**src/sv/kwcmd_pkg.sv**
```systemverilog
package kwcmd_pkg;

    localparam int MAX_FRAME_LEN_DEF = 32;
    localparam int KW_COUNT          = 10;
    localparam int KW_MAXLEN         = 7;

    // Result codes: keyword index, or unknown command
    typedef enum logic [3:0] {
        CODE_ON      = 4'd0,
        CODE_OFF     = 4'd1,
        CODE_UP      = 4'd2,
        CODE_DOWN    = 4'd3,
        CODE_TIME    = 4'd4,
        CODE_WEATHER = 4'd5,
        CODE_TEMP    = 4'd6,
        CODE_HUM     = 4'd7,
        CODE_LIGHT   = 4'd8,
        CODE_AIR     = 4'd9,
        CODE_UNKNOWN = 4'd10
    } code_t;

    // Configuration register indexes
    typedef enum logic [0:0] {
        REG_START_BYTE = 1'b0,
        REG_END_BYTE   = 1'b1
    } cfg_idx_t;

    localparam logic [7:0] START_BYTE_RST = 8'd2;
    localparam logic [7:0] END_BYTE_RST   = 8'd3;

    // Decode outcome for the word held in the input stage
    typedef struct packed {
        logic  emit;
        code_t code;
    } kwcmd_result_t;

    // Keyword text, first character in the lowest byte
    function automatic logic [8*KW_MAXLEN-1:0] kw_word(input code_t k);
        logic [8*KW_MAXLEN-1:0] w;
        case (k)
            CODE_ON:      w = {40'h0, "n", "o"};
            CODE_OFF:     w = {32'h0, "f", "f", "o"};
            CODE_UP:      w = {40'h0, "p", "u"};
            CODE_DOWN:    w = {24'h0, "n", "w", "o", "d"};
            CODE_TIME:    w = {24'h0, "e", "m", "i", "t"};
            CODE_WEATHER: w = {"r", "e", "h", "t", "a", "e", "w"};
            CODE_TEMP:    w = {24'h0, "p", "m", "e", "t"};
            CODE_HUM:     w = {32'h0, "m", "u", "h"};
            CODE_LIGHT:   w = {16'h0, "t", "h", "g", "i", "l"};
            CODE_AIR:     w = {32'h0, "r", "i", "a"};
            default:      w = '0;
        endcase
        return w;
    endfunction

    // Keyword length in characters
    function automatic logic [2:0] kw_len(input code_t k);
        logic [2:0] n;
        case (k)
            CODE_ON:      n = 3'd2;
            CODE_OFF:     n = 3'd3;
            CODE_UP:      n = 3'd2;
            CODE_DOWN:    n = 3'd4;
            CODE_TIME:    n = 3'd4;
            CODE_WEATHER: n = 3'd7;
            CODE_TEMP:    n = 3'd4;
            CODE_HUM:     n = 3'd3;
            CODE_LIGHT:   n = 3'd5;
            CODE_AIR:     n = 3'd3;
            default:      n = 3'd0;
        endcase
        return n;
    endfunction

endpackage

```
**src/sv/framed_keyword_command_decoder_core.sv**
```systemverilog
// Framed keyword command decoder. Takes one received byte per word on the
// slave stream and returns at most one result word per closed frame: the
// keyword index 0..9 (on, off, up, down, time, weather, temp, hum, light,
// air) or 10 for an unknown command; a frame that only begins with a keyword
// gives no word. A word is accepted every cycle unless input stalls. A result
// word is offered once its end byte has passed the input register and the
// result register around the keyword match, which updates one match flag per
// keyword as each byte is stored. Input stalls only while a result waits in
// the output register and the held byte would give another result. The user
// writes start_byte (index 0), end_byte (index 1) only when idle; unenforced.
module framed_keyword_command_decoder_core #(
    parameter int MAX_FRAME_LEN = kwcmd_pkg::MAX_FRAME_LEN_DEF
) (
    input  logic       clk,
    input  logic       rst_n,
    input  logic       s_tvalid,
    output logic       s_tready,
    input  logic [7:0] s_tdata,    // [7:0] rx_byte
    output logic       m_tvalid,
    input  logic       m_tready,
    output logic [7:0] m_tdata,    // [3:0] result_code, [7:4] zero
    input  logic       cfg_we,
    input  logic [0:0] cfg_index,
    input  logic [7:0] cfg_data
);
    import kwcmd_pkg::*;

    logic [7:0]    start_byte_reg;
    logic [7:0]    end_byte_reg;
    logic          in_valid_reg;
    logic [7:0]    in_byte_reg;
    logic          out_valid_reg;
    code_t         out_code_reg;
    kwcmd_result_t res;
    logic          out_free;
    logic          s1_move;

    // Configuration registers
    always_ff @(posedge clk or negedge rst_n)
    begin
        if (!rst_n)
        begin
            start_byte_reg <= START_BYTE_RST;
            end_byte_reg   <= END_BYTE_RST;
        end
        else if (cfg_we)
        begin
            case (cfg_idx_t'(cfg_index))
                REG_START_BYTE: start_byte_reg <= cfg_data;
                REG_END_BYTE:   end_byte_reg   <= cfg_data;
                default:        ;
            endcase
        end
    end

    // Handshake: the input stage moves on unless it has a result and no room
    assign out_free = !out_valid_reg || m_tready;
    assign s1_move  = in_valid_reg && (!res.emit || out_free);
    assign s_tready = !in_valid_reg || s1_move;

    // Input register
    always_ff @(posedge clk or negedge rst_n)
    begin
        if (!rst_n)
            in_valid_reg <= 1'b0;
        else if (s_tready)
            in_valid_reg <= s_tvalid;
    end

    always_ff @(posedge clk)
    begin
        if (s_tvalid && s_tready)
            in_byte_reg <= s_tdata;
    end

    kwcmd_tracker #(
        .MAX_FRAME_LEN(MAX_FRAME_LEN)
    ) u_tracker (
        .clk        (clk),
        .rst_n      (rst_n),
        .step       (s1_move),
        .rx_byte    (in_byte_reg),
        .start_byte (start_byte_reg),
        .end_byte   (end_byte_reg),
        .result     (res)
    );

    // Result register
    always_ff @(posedge clk or negedge rst_n)
    begin
        if (!rst_n)
            out_valid_reg <= 1'b0;
        else if (s1_move && res.emit)
            out_valid_reg <= 1'b1;
        else if (m_tready)
            out_valid_reg <= 1'b0;
    end

    always_ff @(posedge clk)
    begin
        if (s1_move && res.emit)
            out_code_reg <= res.code;
    end

    assign m_tvalid = out_valid_reg;
    assign m_tdata  = {4'h0, out_code_reg};

    // Checks
    a_emit_on_end: assert property (@(posedge clk) disable iff (!rst_n)
        s1_move && res.emit |-> in_byte_reg == end_byte_reg)
        else $error("result from a word that is not the end byte");

    a_code_range: assert property (@(posedge clk) disable iff (!rst_n)
        m_tvalid |-> out_code_reg <= CODE_UNKNOWN)
        else $error("result code out of range");

    a_stage_hold: assert property (@(posedge clk) disable iff (!rst_n)
        in_valid_reg && !s1_move |=> in_valid_reg && $stable(in_byte_reg))
        else $error("input stage lost a stalled word");

    a_accept_load: assert property (@(posedge clk) disable iff (!rst_n)
        s_tvalid && s_tready |=> in_valid_reg)
        else $error("accepted word not held in input stage");

    a_no_overwrite: assert property (@(posedge clk) disable iff (!rst_n)
        out_valid_reg && !m_tready |-> !(s1_move && res.emit))
        else $error("waiting result overwritten");

endmodule

```
**src/sv/kwcmd_tracker.sv**
```systemverilog
module kwcmd_tracker #(
    parameter int MAX_FRAME_LEN = kwcmd_pkg::MAX_FRAME_LEN_DEF
) (
    input  logic                  clk,
    input  logic                  rst_n,
    input  logic                  step,
    input  logic [7:0]            rx_byte,
    input  logic [7:0]            start_byte,
    input  logic [7:0]            end_byte,
    output kwcmd_pkg::kwcmd_result_t result
);
    import kwcmd_pkg::*;

    localparam int LW = $clog2(MAX_FRAME_LEN + 1);

    logic                open_reg, open_next;
    logic [LW-1:0]       len_reg, len_next;
    logic [KW_COUNT-1:0] match_reg, match_next;

    logic                   is_start;
    logic                   is_end;
    logic                   dec_emit;
    code_t                  dec_code;
    logic [7:0]             kw_ch;
    logic [8*KW_MAXLEN-1:0] kw_w;

    assign is_start = (rx_byte == start_byte);
    assign is_end   = !is_start && (rx_byte == end_byte);

    // Priority decode over the match flags: lowest keyword that is a prefix wins
    always_comb
    begin
        dec_emit = 1'b1;
        dec_code = CODE_UNKNOWN;
        for (int k = KW_COUNT - 1; k >= 0; k--)
        begin
            if (match_reg[k] && (len_reg >= LW'(kw_len(code_t'(k)))))
            begin
                dec_emit = (len_reg == LW'(kw_len(code_t'(k))));
                dec_code = code_t'(k);
            end
        end
    end

    assign result.emit = is_end && open_reg && (len_reg != '0) && dec_emit;
    assign result.code = dec_code;

    // Frame state and per-keyword match flags, one byte per step
    always_comb
    begin
        open_next  = open_reg;
        len_next   = len_reg;
        match_next = match_reg;
        kw_ch      = '0;
        kw_w       = '0;
        if (step)
        begin
            if (is_start)
            begin
                open_next  = 1'b1;
                len_next   = '0;
                match_next = '1;
            end
            else if (is_end)
            begin
                if (open_reg && (len_reg != '0))
                begin
                    open_next = 1'b0;
                    len_next  = '0;
                end
            end
            else if (open_reg && (len_reg < LW'(MAX_FRAME_LEN)))
            begin
                len_next = len_reg + LW'(1);
                for (int k = 0; k < KW_COUNT; k++)
                begin
                    if (len_reg < LW'(kw_len(code_t'(k))))
                    begin
                        kw_w  = kw_word(code_t'(k));
                        kw_ch = kw_w[{len_reg[2:0], 3'b000} +: 8];
                        match_next[k] = match_reg[k] && (rx_byte == kw_ch);
                    end
                end
            end
        end
    end

    always_ff @(posedge clk or negedge rst_n)
    begin
        if (!rst_n)
        begin
            open_reg  <= 1'b0;
            len_reg   <= '0;
            match_reg <= '0;
        end
        else
        begin
            open_reg  <= open_next;
            len_reg   <= len_next;
            match_reg <= match_next;
        end
    end

endmodule
```
**config.mk**
```make
export PLATFORM = sky130hd
export DESIGN_NAME = framed_keyword_command_decoder_core
export DESIGN_NICKNAME = d
export VERILOG_FILES = /design/src/sv/kwcmd_pkg.sv /design/src/sv/framed_keyword_command_decoder_core.sv /design/src/sv/kwcmd_tracker.sv
export SDC_FILE = /design/constraint.sdc
export NUM_CORES = 1
export LEC_CHECK = 0
export BUFFER_PORTS_ARGS = -buffer_cell sky130_fd_sc_hd__buf_2
export CAP_MARGIN = 20
export CORE_ASPECT_RATIO = 2
export CORE_MARGIN = 5
export CORE_UTILIZATION = 25
export CTS_BUF_LIST = sky130_fd_sc_hd__clkbuf_8 sky130_fd_sc_hd__clkbuf_16
export DETAILED_ROUTE_END_ITERATION = 6
export SYNTH_ARGS = -nofsm -noshare
export SYNTH_HDL_FRONTEND = slang
export SYNTH_SLANG_ARGS = --single-unit
```
**constraint.sdc**
```tcl
create_clock -name clk -period 4 [get_ports clk]
set_input_delay 0.4 -clock clk [delete_from_list [all_inputs] [get_ports clk]]
set_output_delay 0.4 -clock clk [all_outputs]
set_load 0.02 [all_outputs]
```
; Word level (Yosys, flattened, before mapping)
; Cells that the tools add are included.
[word_totals]
regBits = 47
latchBits = 0
ram_bits = 0
romBits = 0
inputBits = 22
output_inout_bits = 10
memories = 0
[classes]
add_sub_neg = 1
multipliers = 0
div = 0
magnitude_cmp = 11
eq_ne = 24
shifts = 10
mux = 121
n_bitwise = 1
n_reduce_logical = 59
[op_table]
columns = operator, n
row1 = $mux 56, 50
row2 = $shiftx 56x7->8, 10
row3 = $mux 3, 34
row4 = $eq 8x8->1, 12
row5 = $eq 6x3->1, 10
row6 = $lt 6x3->1, 5
row7 = $mux 10, 3
row8 = $logic_and 1x1->1, 29
row9 = $mux 1, 26
row10 = $mux 6, 4
row11 = $reduce_and 4->1, 5
row12 = $ge 6x3->1 const B, 3
row13 = $reduce_bool 2->1, 9
row14 = $ge 6x2->1 const B, 2
row15 = $mux 2, 4
row16 = $reduce_or 8->1, 1
row17 = $add 6x1->6 const B, 1
row18 = $lt 6x6->1 const B, 1
row19 = $reduce_and 3->1, 2
row20 = $reduce_bool 6->1, 1
row21 = $logic_not 1->1, 4
row22 = $reduce_and 2->1, 2
row23 = $reduce_or 4->1, 1
row24 = $logic_or 1x1->1, 3
row25 = other kinds (5), 5

; Longest topological paths before layout
; Gate-level depths: netlist (run 1).
[depth]
ltp_word = 32
mapped_depth = 11
ltp_nobuf = 9

; Modules after synthesis
; From an unflattened synthesis (run 1), not the netlist that was laid out.
[unflattened]
hier_cells = 371
area_unflattened_um2 = 3422.0
[modules_own_cells]
columns = module, instances, cells_per_inst, area_per_inst_um2
row1 = kwcmd_tracker, 1, 309, 2283.4
row2 = framed_keyword_command_decoder_core, 1, 62, 1138.6

; Worst setup path before layout (run 1)
; OpenSTA, ideal clock, no wires.
[synth_path]
path_kind = register -> register
start = register u_tracker.len_reg[1]
end = register in_byte_reg[0], enable pin
setup_time_ps = 373
t_arrival_ps = 2704
t_required_ps = 3627
slack_ps = 923
path_stages_with_launch = 12
path_buffers = 2
synth_period_minus_slack_ps = 3077
cell_sequence = dfrtp_1 > clkbuf_1 > inv_1 > ha_1 > clkbuf_2 > nand2b_1 > a211oi_1 > o2111ai_1 > and3b_1 > o2111a_1 > and2_4 > nor2b_1
[synth_between]
elab_chain_len = 18
[synth_lines]
columns = element, line
row1 = "start, declared", kwcmd_tracker.sv:17  ; logic [LW-1:0] len_reg, len_next;
row2 = "start signal, assigned", kwcmd_tracker.sv:99  ; len_reg <= len_next;
row3 = $ge 6x2->1, kwcmd_tracker.sv:37  ; if (match_reg[k] && (len_reg >= LW'(kw_len(code_t'(k)))))
row4 = $logic_and 1x1->1, kwcmd_tracker.sv:37
row5 = $mux 1 (10 in a row), kwcmd_tracker.sv:37
row6 = $logic_and 1x1->1 *, kwcmd_tracker.sv:45  ; assign result.emit = is_end && open_reg && (len_reg != '0) && dec_emit;
row7 = $logic_not 1->1 *, framed_keyword_command_decoder_core.sv:58  ; assign s1_move = in_valid_reg && (!res.emit || out_free);
row8 = $logic_or 1x1->1 *, framed_keyword_command_decoder_core.sv:58
row9 = $logic_and 1x1->1 *, framed_keyword_command_decoder_core.sv:58
row10 = $logic_or 1x1->1 *, framed_keyword_command_decoder_core.sv:59  ; assign s_tready = !in_valid_reg || s1_move;
row11 = $logic_and 1x1->1 *, framed_keyword_command_decoder_core.sv:72  ; if (s_tvalid && s_tready)
row12 = "end signal, assigned", framed_keyword_command_decoder_core.sv:73  ; in_byte_reg <= s_tdata;
row13 = "end, declared", framed_keyword_command_decoder_core.sv:31  ; logic [7:0] in_byte_reg;
; Every way passes the cells marked *; elsewhere a longest branch is shown, timed or not.
; A chain may end at the register's enable or synchronous reset.

; Worst setup path in the final report (run 1)
[layout_path]
start = register u_tracker.len_reg[1]
end = output port s_tready
[layout_between]
elab_chain_len = 17
[layout_lines]
columns = element, line
row1 = $ge 6x2->1, kwcmd_tracker.sv:37
row2 = $logic_and 1x1->1, kwcmd_tracker.sv:37
row3 = $mux 1 (10 in a row), kwcmd_tracker.sv:37
row4 = $logic_and 1x1->1 *, kwcmd_tracker.sv:45
row5 = $logic_not 1->1 *, framed_keyword_command_decoder_core.sv:58
row6 = $logic_or 1x1->1 *, framed_keyword_command_decoder_core.sv:58
row7 = $logic_and 1x1->1 *, framed_keyword_command_decoder_core.sv:58
row8 = $logic_or 1x1->1 *, framed_keyword_command_decoder_core.sv:59
row9 = "end, declared", framed_keyword_command_decoder_core.sv:17  ; output logic s_tready,
; Marked as above.

==> flow_summary_export.csv, run 1 <==
group,metric,value,unit
placed_design,place_area,3610,µm²
worst_setup_path,cp_slowest_cell,"dfrtp_1",
worst_setup_path,cpMostUsedCell,"inv_1",
global_routing,grt_pass1_wl,15200,µm
floorplanning,dieHeight,174,µm
worst_setup_path,critPathBufInv,4,
worst_setup_path,path_cells,"inv_1 > ha_1 > inv_1 > a21oi_1 > o2111ai_1 > and3b_1 > o2111a_1 > and2_4 > inv_1 > buf_2",
flow_run,cap_violations,0,
power,comb_power_share,48.7,%
clocking,clk_path_buf_depth,2,
final_layout,area_delta_synth_final,12.7,%
logic_synthesis,synthesis.area,3360,µm²
power,p_seq_share,31.5,%
logic_synthesis,ys.flop_type,"dfrtp_1",
detailed_routing,via_per_inst,5.31,
detailed_routing,route.detailed.drc,0,
final_layout,drive_gt1_share,18.6,%
detailed_routing,initialDrtViolationCount,230,
sta,skew,0.00978,ns
final_layout,final_cell_mix,"nand2_1 (36), dfrtp_1 (32), o21ai_0 (29)",
detailed_routing,num_vias,2931,
floorplanning,rows,60,
clocking,cts_setup_buffers,0,
logic_synthesis,synth-edff-count,12,
power,leakagePower,0.00155,µW
clocking,insertion_delay,0.30,ns
clocking,cts.root.buffer_cell,"clkbuf_16",
floorplanning,boundaryPins,32,
placed_design,portBuffers,27,
global_routing,grt_usage,12.1,%
final_layout,final_area,3790,µm²
power,p_int,1370,µW
worst_setup_path,worst-path-max-fanout,13,
sta,rsz0062_at_grt,"false",
final_layout,n_fill_cell,1393,
worst_setup_path,arrival,3.20,ns
global_routing,grt_pass1_vias,2911,
worst_setup_path,critPathMaxStageDelay,0.54,ns
clocking,htreeDepth,2,
floorplanning,start_util,25.2,%
sta,hold_violations,0,
logic_synthesis,netlist_instances,381,
sta,tightest_slew,0.818,ns
power,swShare,42.9,%
worst_setup_path,endpoint_kind,"primary output",
floorplanning,core-area,13400,µm²
global_routing,antenna_found_initial,0,
floorplanning,die_w,92,µm
sta,period_needed,3.60,ns
power,p_switching,1030,µW
clocking,path_clk_slew,0.07,ns
clocking,ctsResizeCount,0,
placed_design,routabilityCongestion,0.892,
logic_synthesis,synthArstFlopShare,74.5,%
logic_synthesis,yosys_warnings,0,
detailed_routing,wl_per_cell,17.2,µm
sta,fmax,0.278,GHz
final_layout,largest_reg_flops,10,
final_layout,nets,427,
sta,fin_tns_setup,0,ns
detailed_routing,antenna_left,0,
worst_setup_path,worstPathRequired,3.60,ns
logic_synthesis,yosysSeqAreaShare,36.9,%
floorplanning,die_area,16000,µm²
min_path,hp-class,"in2async",
sta,slew_viol_final,0,
status,status,"complete, no violations",
global_routing,grt_max_degree,36,
clocking,cts_buffers,5,
sta,whs,0.184,ns
sta,period_share,90.1,%
detailed_routing,detail_route.first_pass.iterations,4,
worst_setup_path,critPathTopFamily,"buffers and inverters",
placed_design,hpwlAfterDp,7470,µm
sta,slew_headroom,45.0,%
clocking,cts_tree,"yes",
worst_setup_path,critical_path_class,"reg2out",
power,power_density,635,nW/µm²
sta,setup_viol,0,
logic_synthesis,ys_seq_elements,47,
global_routing,globalRouteOverflowTotal,0,
power,peakVddDrop,0.274,mV
clocking,postCtsHoldBufs,0,
power,clockPowerShare,19.8,%
power,total_power,2400,µW
final_layout,final_common_cell,"nand2_1",
final_layout,diodes,0,
logic_synthesis,syn_avg_cell_area,8.82,µm²
logic_synthesis,ys_types,60,
worst_setup_path,startpoint_type,"flop",
detailed_routing,drt_wl_total,9480,µm
clocking,clock_sinks,47,
-- synthesized netlist by cell type, drive strengths merged, types with 12 or more instances --
master	count	area, µm²
edfxtp	12	360
a21oi	20	100
inv	13	48.8
dfrtp	32	801
mux2	19	214
xnor2	17	149
xor2	17	149
clkbuf	17	65.1
nand2	37	141
o21ai	33	173
nor2	23	86.3
buf	12	75.1
-- kinds of logic (layout without fill, tap and decap cells) --
| family | after synthesis | count (layout) | synth area share [%] |
|---|---|---|---|
| compound gates | 97 | 97 | 18.5 |
| buf+inv | 42 | 55 | 5.62 |
| mux | 21 | 21 | 6.96 |
| xor+xnor | 34 | 34 | 8.86 |
| simple gates | 130 | 130 | 19.7 |
| fa+ha+maj | 9 | 9 | 3.35 |
| other cells | 1 | 4 | 0.112 |
| flops | 47 | 47 | 36.9 |
-- cell type report --
type	count	area, µm²	share of cell area (%)
Clock inverter	1	8.76	0.231
Tap cell	155	194	5.12
Inverter	13	48.8	1.29
Sequential cell	47	1240	32.7
Clock buffer	7	164	4.33
Multi-Input combinational cell	295	1940	51.3
Timing Repair Buffer	34	188	4.96
-- per-stage QoR --
step	util (%)	setup WS, ns	instances
after floorplan	-	0.923	384
after global placement	27.1	0.889	544
after detailed placement	27.1	0.811	544
after CTS	28.3	0.451	552
after global routing	28.3	0.202	552
final	28.3	0.397	552
-- power groups by stage --
stage               clock [µW]  sequential, µW  combinational [µW]
floorplan                    0             703                 923
global placement             0             760                1140
detailed placement           0             763                1160
CTS                        486             756                1170
global route               500             773                1290
finish                     475             758                1170
-- path summary, 6_finish.rpt --
path,from,endpoint,slack [ns],cells past startpoint
hold reg to reg,end_byte_reg[4],end_byte_reg[4],0.53,1
setup reg to reg,u_tracker.len_reg[1],out_code_reg[1],0.76,8
hold / removal,rst_n,u_tracker.len_reg[2],0.18,1
min in group clk,s_tdata[1],in_byte_reg[1],0.27,1
setup / recovery,u_tracker.len_reg[1],s_tready,0.40,10
max in group asynchronous,rst_n,u_tracker.match_reg[6],3.30,1
-- routing by layer --
layer | vias to the layer above | global-route usage, % | wire [µm]
li1 | 1392 | - | -
met1 | 1383 | 11.5 | 3230
met2 | 112 | 23.2 | 5280
met3 | 44 | 1.69 | 369
met4 | 0 | 7.94 | 598
met5 | - | 0 | 0
Power figures use the tool's default switching activity.
==> run 2, diff against run 1 <==
==> constraint.sdc (replaced) <==
create_clock -name clk -period 4.7 [get_ports clk]
set_input_delay 0.47 -clock clk [delete_from_list [all_inputs] [get_ports clk]]
set_output_delay 0.47 -clock clk [all_outputs]
set_load 0.02 [all_outputs]
==> run 2 against run 1 <==
Core utilization shrank 0.28 points. Highest routed layer unchanged. Combinational power is 17% lower. Register-to-register slack better by 0.38 ns. Sequential power down 12%. Sequential share of layout area increased by 0.33 points. Largest cell class unchanged. Clock power decreased by 14%. Sequential cell count is the same. Worst setup slack improved by 0.66 ns. Critical path depth unchanged.
==> flow_summary_export.csv, run 2 (synthesis results as in run 1) <==
group,metric,value,unit
global_routing,grt_pass1_wl,15600,µm
placed_design,hpwlAfterDp,7420,µm
floorplanning,start_util,25.2,%
placed_design,routabilityCongestion,0.876,
floorplanning,boundaryPins,32,
worst_setup_path,r2r_cells,9,
clocking,cts.root.buffer_cell,"clkbuf_16",
clocking,path_clk_slew,0.07,ns
clocking,insertion_delay,0.30,ns
clocking,cts_setup_buffers,0,
detailed_routing,via_per_inst,5.35,
worst_setup_path,startpoint,"u_tracker.len_reg[1]",
worst_setup_path,r2r-end,"in_byte_reg[7]",
detailed_routing,wl_per_cell,17.4,µm
floorplanning,rows,60,
floorplanning,die_w,92,µm
sta,fin_tns_setup,0,ns
sta,period_needed,3.65,ns
detailed_routing,drt_wl_total,9530,µm
status,status,"complete, no violations",
flow_run,cap_violations,0,
detailed_routing,num_vias,2929,
global_routing,grt_pass1_vias,3008,
floorplanning,dieHeight,174,µm
detailed_routing,route.detailed.drc,0,
worst_setup_path,endpoint_kind,"primary output",
sta,slew_viol_final,0,
worst_setup_path,reg2reg_setup_slack,1.14,ns
power,leakagePower,0.00153,µW
worst_setup_path,worstPathRequired,4.23,ns
floorplanning,core-area,13400,µm²
sta,rsz0062_at_grt,"false",
worst_setup_path,worst-path-max-fanout,13,
worst_setup_path,endpoint,"s_tready",
final_layout,regArea,1240,µm²
placed_design,portBuffers,27,
global_routing,grt_usage,12.3,%
clocking,cts_tree,"yes",
final_layout,drive_gt1_share,17.6,%
sta,period_share,77.6,%
detailed_routing,antenna_left,0,
detailed_routing,initialDrtViolationCount,186,
clocking,htreeDepth,2,
final_layout,largest_reg_flops,10,
final_layout,n_fill_cell,1437,
power,power_density,545,nW/µm²
worst_setup_path,startpoint_type,"flop",
global_routing,globalRouteOverflowTotal,0,
final_layout,area_delta_synth_final,11.5,%
global_routing,grt_max_degree,36,
floorplanning,die_area,16000,µm²
sta,skew,0.00789,ns
sta,fmax,0.274,GHz
sta,slew_headroom,44.4,%
final_layout,diodes,0,
clocking,postCtsHoldBufs,0,
clocking,clk_path_buf_depth,2,
clocking,clock_sinks,47,
global_routing,antenna_found_initial,0,
final_layout,multi_input_area,1940,µm²
sta,tightest_slew,0.827,ns
sta,hold_violations,0,
worst_setup_path,arrival,3.18,ns
power,peakVddDrop,0.217,mV
sta,whs,0.265,ns
final_layout,final_cell_mix,"nand2_1 (36), dfrtp_1 (32), o21ai_0 (29)",
final_layout,final_common_cell,"nand2_1",
worst_setup_path,critical_path_class,"reg2out",
worst_setup_path,timing.rr.start,"u_tracker.len_reg[1]",
final_layout,nets,422,
detailed_routing,detail_route.first_pass.iterations,4,
min_path,hp-class,"in2async",
clocking,cts_buffers,5,
sta,setup_viol,0,
clocking,ctsResizeCount,0,
[run 2: cell count changes in the layout (fill, tap and decap cells not counted), sizes merged]
cell	previous run	this run
buf	34	29
[run 2: how the worst min path moves through the flow]
stage / start / end / slack [ns] / cells past startpoint
floorplan: rst_n / end_byte_reg[2] / 0.17 / 0
global placement: start_byte_reg[7] / start_byte_reg[7] / 0.51 / 1
detailed placement: end_byte_reg[4] / end_byte_reg[4] / 0.52 / 1
CTS: rst_n / in_valid_reg / 0.28 / 1
global route: rst_n / u_tracker.len_reg[4] / 0.35 / 1
finish: rst_n / u_tracker.open_reg / 0.26 / 1
[run 2: where the power goes]
group | total [µW] | internal, µW | switching (µW)
Combinational | 969 | 398 | 571
Sequential | 665 | 520 | 145
Clock | 409 | 246 | 163
Total | 2040 | 1160 | 879
[run 2: layout make-up]
type                            count  area share [%]
Sequential cell                    47            33.1
Inverter                           13            1.30
Multi-Input combinational cell    295            51.9
Clock inverter                      1           0.234
Tap cell                          155            5.17
Timing Repair Buffer               29            4.00
Clock buffer                        7            4.37
[run 2: critical path: stages, from the launching register on]
cell and delay, ns:
dfrtp_1 0.53, inv_1 0.23, ha_1 0.51, inv_1 0.26, a21oi_1 0.25, o2111ai_1 0.14
and3b_1 0.34, o2111a_1 0.26, and2_4 0.16, inv_1 0.04, buf_2 0.15
[run 2: layer usage]
metal,track usage (%),wire [µm],part of all wire (%),vias to the layer above
met2,23.6,5360,56,93
met1,12.0,3350,35,1429
met3,1.65,311,3.3,30
met4,7.44,516,5.4,0
met5,0,0,0,-
li1,-,-,-,1377
[run 2: per-stage QoR]
step / cells / power, µW / setup slack, ns / instance area [µm²] / utilization (%)
after global placement: 539 / 1610 / 1.23 / 3580 / 26.8
final: 547 / 2040 / 1.05 / 3750 / 28.1
after global routing: 547 / 2190 / 0.789 / 3750 / 28.1
after detailed placement: 539 / 1630 / 1.10 / 3580 / 26.8
after CTS: 547 / 2040 / 1.08 / 3750 / 28.1
after floorplan: 384 / 1380 / 1.62 / 3370 / -
==> run 3, diff against run 2 <==
==> constraint.sdc (replaced) <==
create_clock -name clk -period 3.6 [get_ports clk]
set_input_delay 0.36 -clock clk [delete_from_list [all_inputs] [get_ports clk]]
set_output_delay 0.36 -clock clk [all_outputs]
set_load 0.02 [all_outputs]
==> run 3 against run 2 <==
Core utilization increased by 0.36 points. Total power increased by 30%. Combinational power increased by 35%. Clock skew decreased by 0.0046 ns. Routed wire length increased by 0.47%. Non-clock buffer count increased by 7. First-iteration DRC count decreased by 8.6%. Critical path depth decreased by 1. Via count increased by 1.5%. Sequential share of layout area decreased by 0.41 points. Count of clock-buffer cells in the layout decreased by 1.
==> flow_summary_export.csv, run 3 (synthesis results as in run 1) <==
group,metric,value,unit
status,status,"complete, no violations",
power,leakagePower,0.00156,µW
sta,setup_viol,0,
worst_setup_path,startpoint_type,"flop",
placed_design,routabilityCongestion,0.885,
worst_setup_path,critPathTopFamily,"compound AO/OA/AOI/OAI gates",
worst_setup_path,critPathBufInv,2,
sta,slew_viol_final,0,
sta,hold_violations,0,
global_routing,grt_pass1_wl,15300,µm
worst_setup_path,cp_slowest_cell,"dfrtp_1",
floorplanning,die_w,92,µm
power,swShare,42.9,%
final_layout,drive_gt1_share,19.3,%
worst_setup_path,arrival,3.05,ns
floorplanning,start_util,25.2,%
clocking,cts_tree,"yes",
detailed_routing,drt_wl_total,9580,µm
power,p_switching,1140,µW
final_layout,final_cell_mix,"nand2_1 (36), dfrtp_1 (32), o21ai_0 (29)",
clocking,clk_path_buf_depth,2,
global_routing,globalRouteOverflowTotal,0,
worst_setup_path,critical_path_class,"reg2out",
final_layout,nets,429,
final_layout,regArea,1240,µm²
global_routing,grt_usage,12.0,%
detailed_routing,wl_per_cell,17.3,µm
sta,skew,0.00327,ns
sta,fmax,0.294,GHz
sta,rsz0062_at_grt,"false",
global_routing,antenna_found_initial,0,
detailed_routing,detail_route.first_pass.iterations,5,
clocking,insertion_delay,0.29,ns
worst_setup_path,r2r_cells,10,
clocking,path_clk_slew,0.07,ns
worst_setup_path,endpoint_kind,"primary output",
final_layout,final_area,3800,µm²
power,p_int,1520,µW
flow_run,cap_violations,0,
floorplanning,boundaryPins,32,
final_layout,final_common_cell,"nand2_1",
placed_design,portBuffers,27,
global_routing,grt_pass1_vias,2995,
placed_design,hpwlAfterDp,7540,µm
sta,fin_tns_setup,0,ns
power,clockPowerShare,19.1,%
final_layout,diodes,0,
worst_setup_path,cp.depth,9,
clocking,postCtsHoldBufs,0,
final_layout,largest_reg_flops,10,
clocking,htreeDepth,2,
detailed_routing,num_vias,2972,
worst_setup_path,reg2reg_setup_slack,0.53,ns
worst_setup_path,worst-path-max-fanout,13,
clocking,cts_buffers,5,
final_layout,area_delta_synth_final,13.0,%
final_layout,multi_input_area,1950,µm²
detailed_routing,route.detailed.drc,0,
power,total_power,2660,µW
worst_setup_path,path_cells,"ha_1 > or2_2 > o21ai_1 > o2111ai_1 > and3b_1 > o2111a_1 > and2_4 > inv_1 > buf_2",
placed_design,place_area,3630,µm²
clocking,cts.root.buffer_cell,"clkbuf_16",
detailed_routing,initialDrtViolationCount,170,
sta,slew_headroom,46.4,%
power,p_seq_share,31.7,%
power,power_density,700,nW/µm²
power,comb_power_share,49.3,%
worst_setup_path,critPathMaxStageDelay,0.53,ns
global_routing,grt_max_degree,36,
detailed_routing,via_per_inst,5.36,
min_path,hp-class,"in2async",
power,peakVddDrop,0.405,mV
clocking,clock_sinks,47,
floorplanning,core-area,13400,µm²
floorplanning,dieHeight,174,µm
floorplanning,die_area,16000,µm²
sta,period_needed,3.41,ns
sta,tightest_slew,0.803,ns
final_layout,n_fill_cell,1400,
worst_setup_path,worstPathRequired,3.24,ns
sta,period_share,94.6,%
floorplanning,rows,60,
detailed_routing,antenna_left,0,
-- run 3: cell count changes in the layout (fill, tap and decap cells not counted), sizes merged --
cell and delta:
inv +1, clkbuf -1, buf +7
-- run 3: what timing repair did --
item	CTS	global route
hold endpoints to repair	0	0
setup endpoints to repair	0	1
resized for setup	0	1
buffers inserted	0	0
-- run 3: final timing paths --
path                                 startpoint                     end
max in group asynchronous                 rst_n  u_tracker.match_reg[8]
max reg2reg                u_tracker.len_reg[1]          in_byte_reg[0]
max                        u_tracker.len_reg[1]                s_tready
min                                       rst_n                m_tvalid
min reg2reg                   start_byte_reg[3]       start_byte_reg[3]
min in group clk                     s_tdata[1]          in_byte_reg[1]
-- run 3: final cells by class --
type / count / share of cell area (%)
Tap cell: 155 / 5.11
Inverter: 13 / 1.29
Multi-Input combinational cell: 295 / 51.3
Clock inverter: 2 / 0.395
Sequential cell: 47 / 32.7
Clock buffer: 6 / 3.95
Timing Repair Buffer: 36 / 5.34
-- run 3: stage by stage --
stage | util (%) | hold slack (ns) | setup WS, ns | instances
after CTS | 28.4 | 0.171 | 0.126 | 554
after global routing | 28.4 | 0.229 | 0.0442 | 554
after detailed placement | 27.2 | 0.493 | 0.471 | 546
after global placement | 27.2 | 0.484 | 0.546 | 546
after floorplan | - | 0.0644 | 0.523 | 384
final | 28.4 | 0.152 | 0.194 | 554
-- run 3: power by group through the flow --
stage	Combinational (µW)	Clock, µW	Sequential (µW)
6_report	1310	507	842
5_1_grt	1450	539	857
4_1_cts	1290	520	839
3_5_place_dp	1280	0	848
3_3_place_gp	1270	0	846
2_1_floorplan	1030	0	781
-- run 3: routing by layer --
metal  part of all wire [%]  up-vias  global-route usage (%)
met5                      0        -                       0
met4                    5.6        0                    7.07
met3                    3.5       33                    1.69
met2                     57      106                    24.0
met1                     34     1431                    11.0
li1                       -     1402                       -
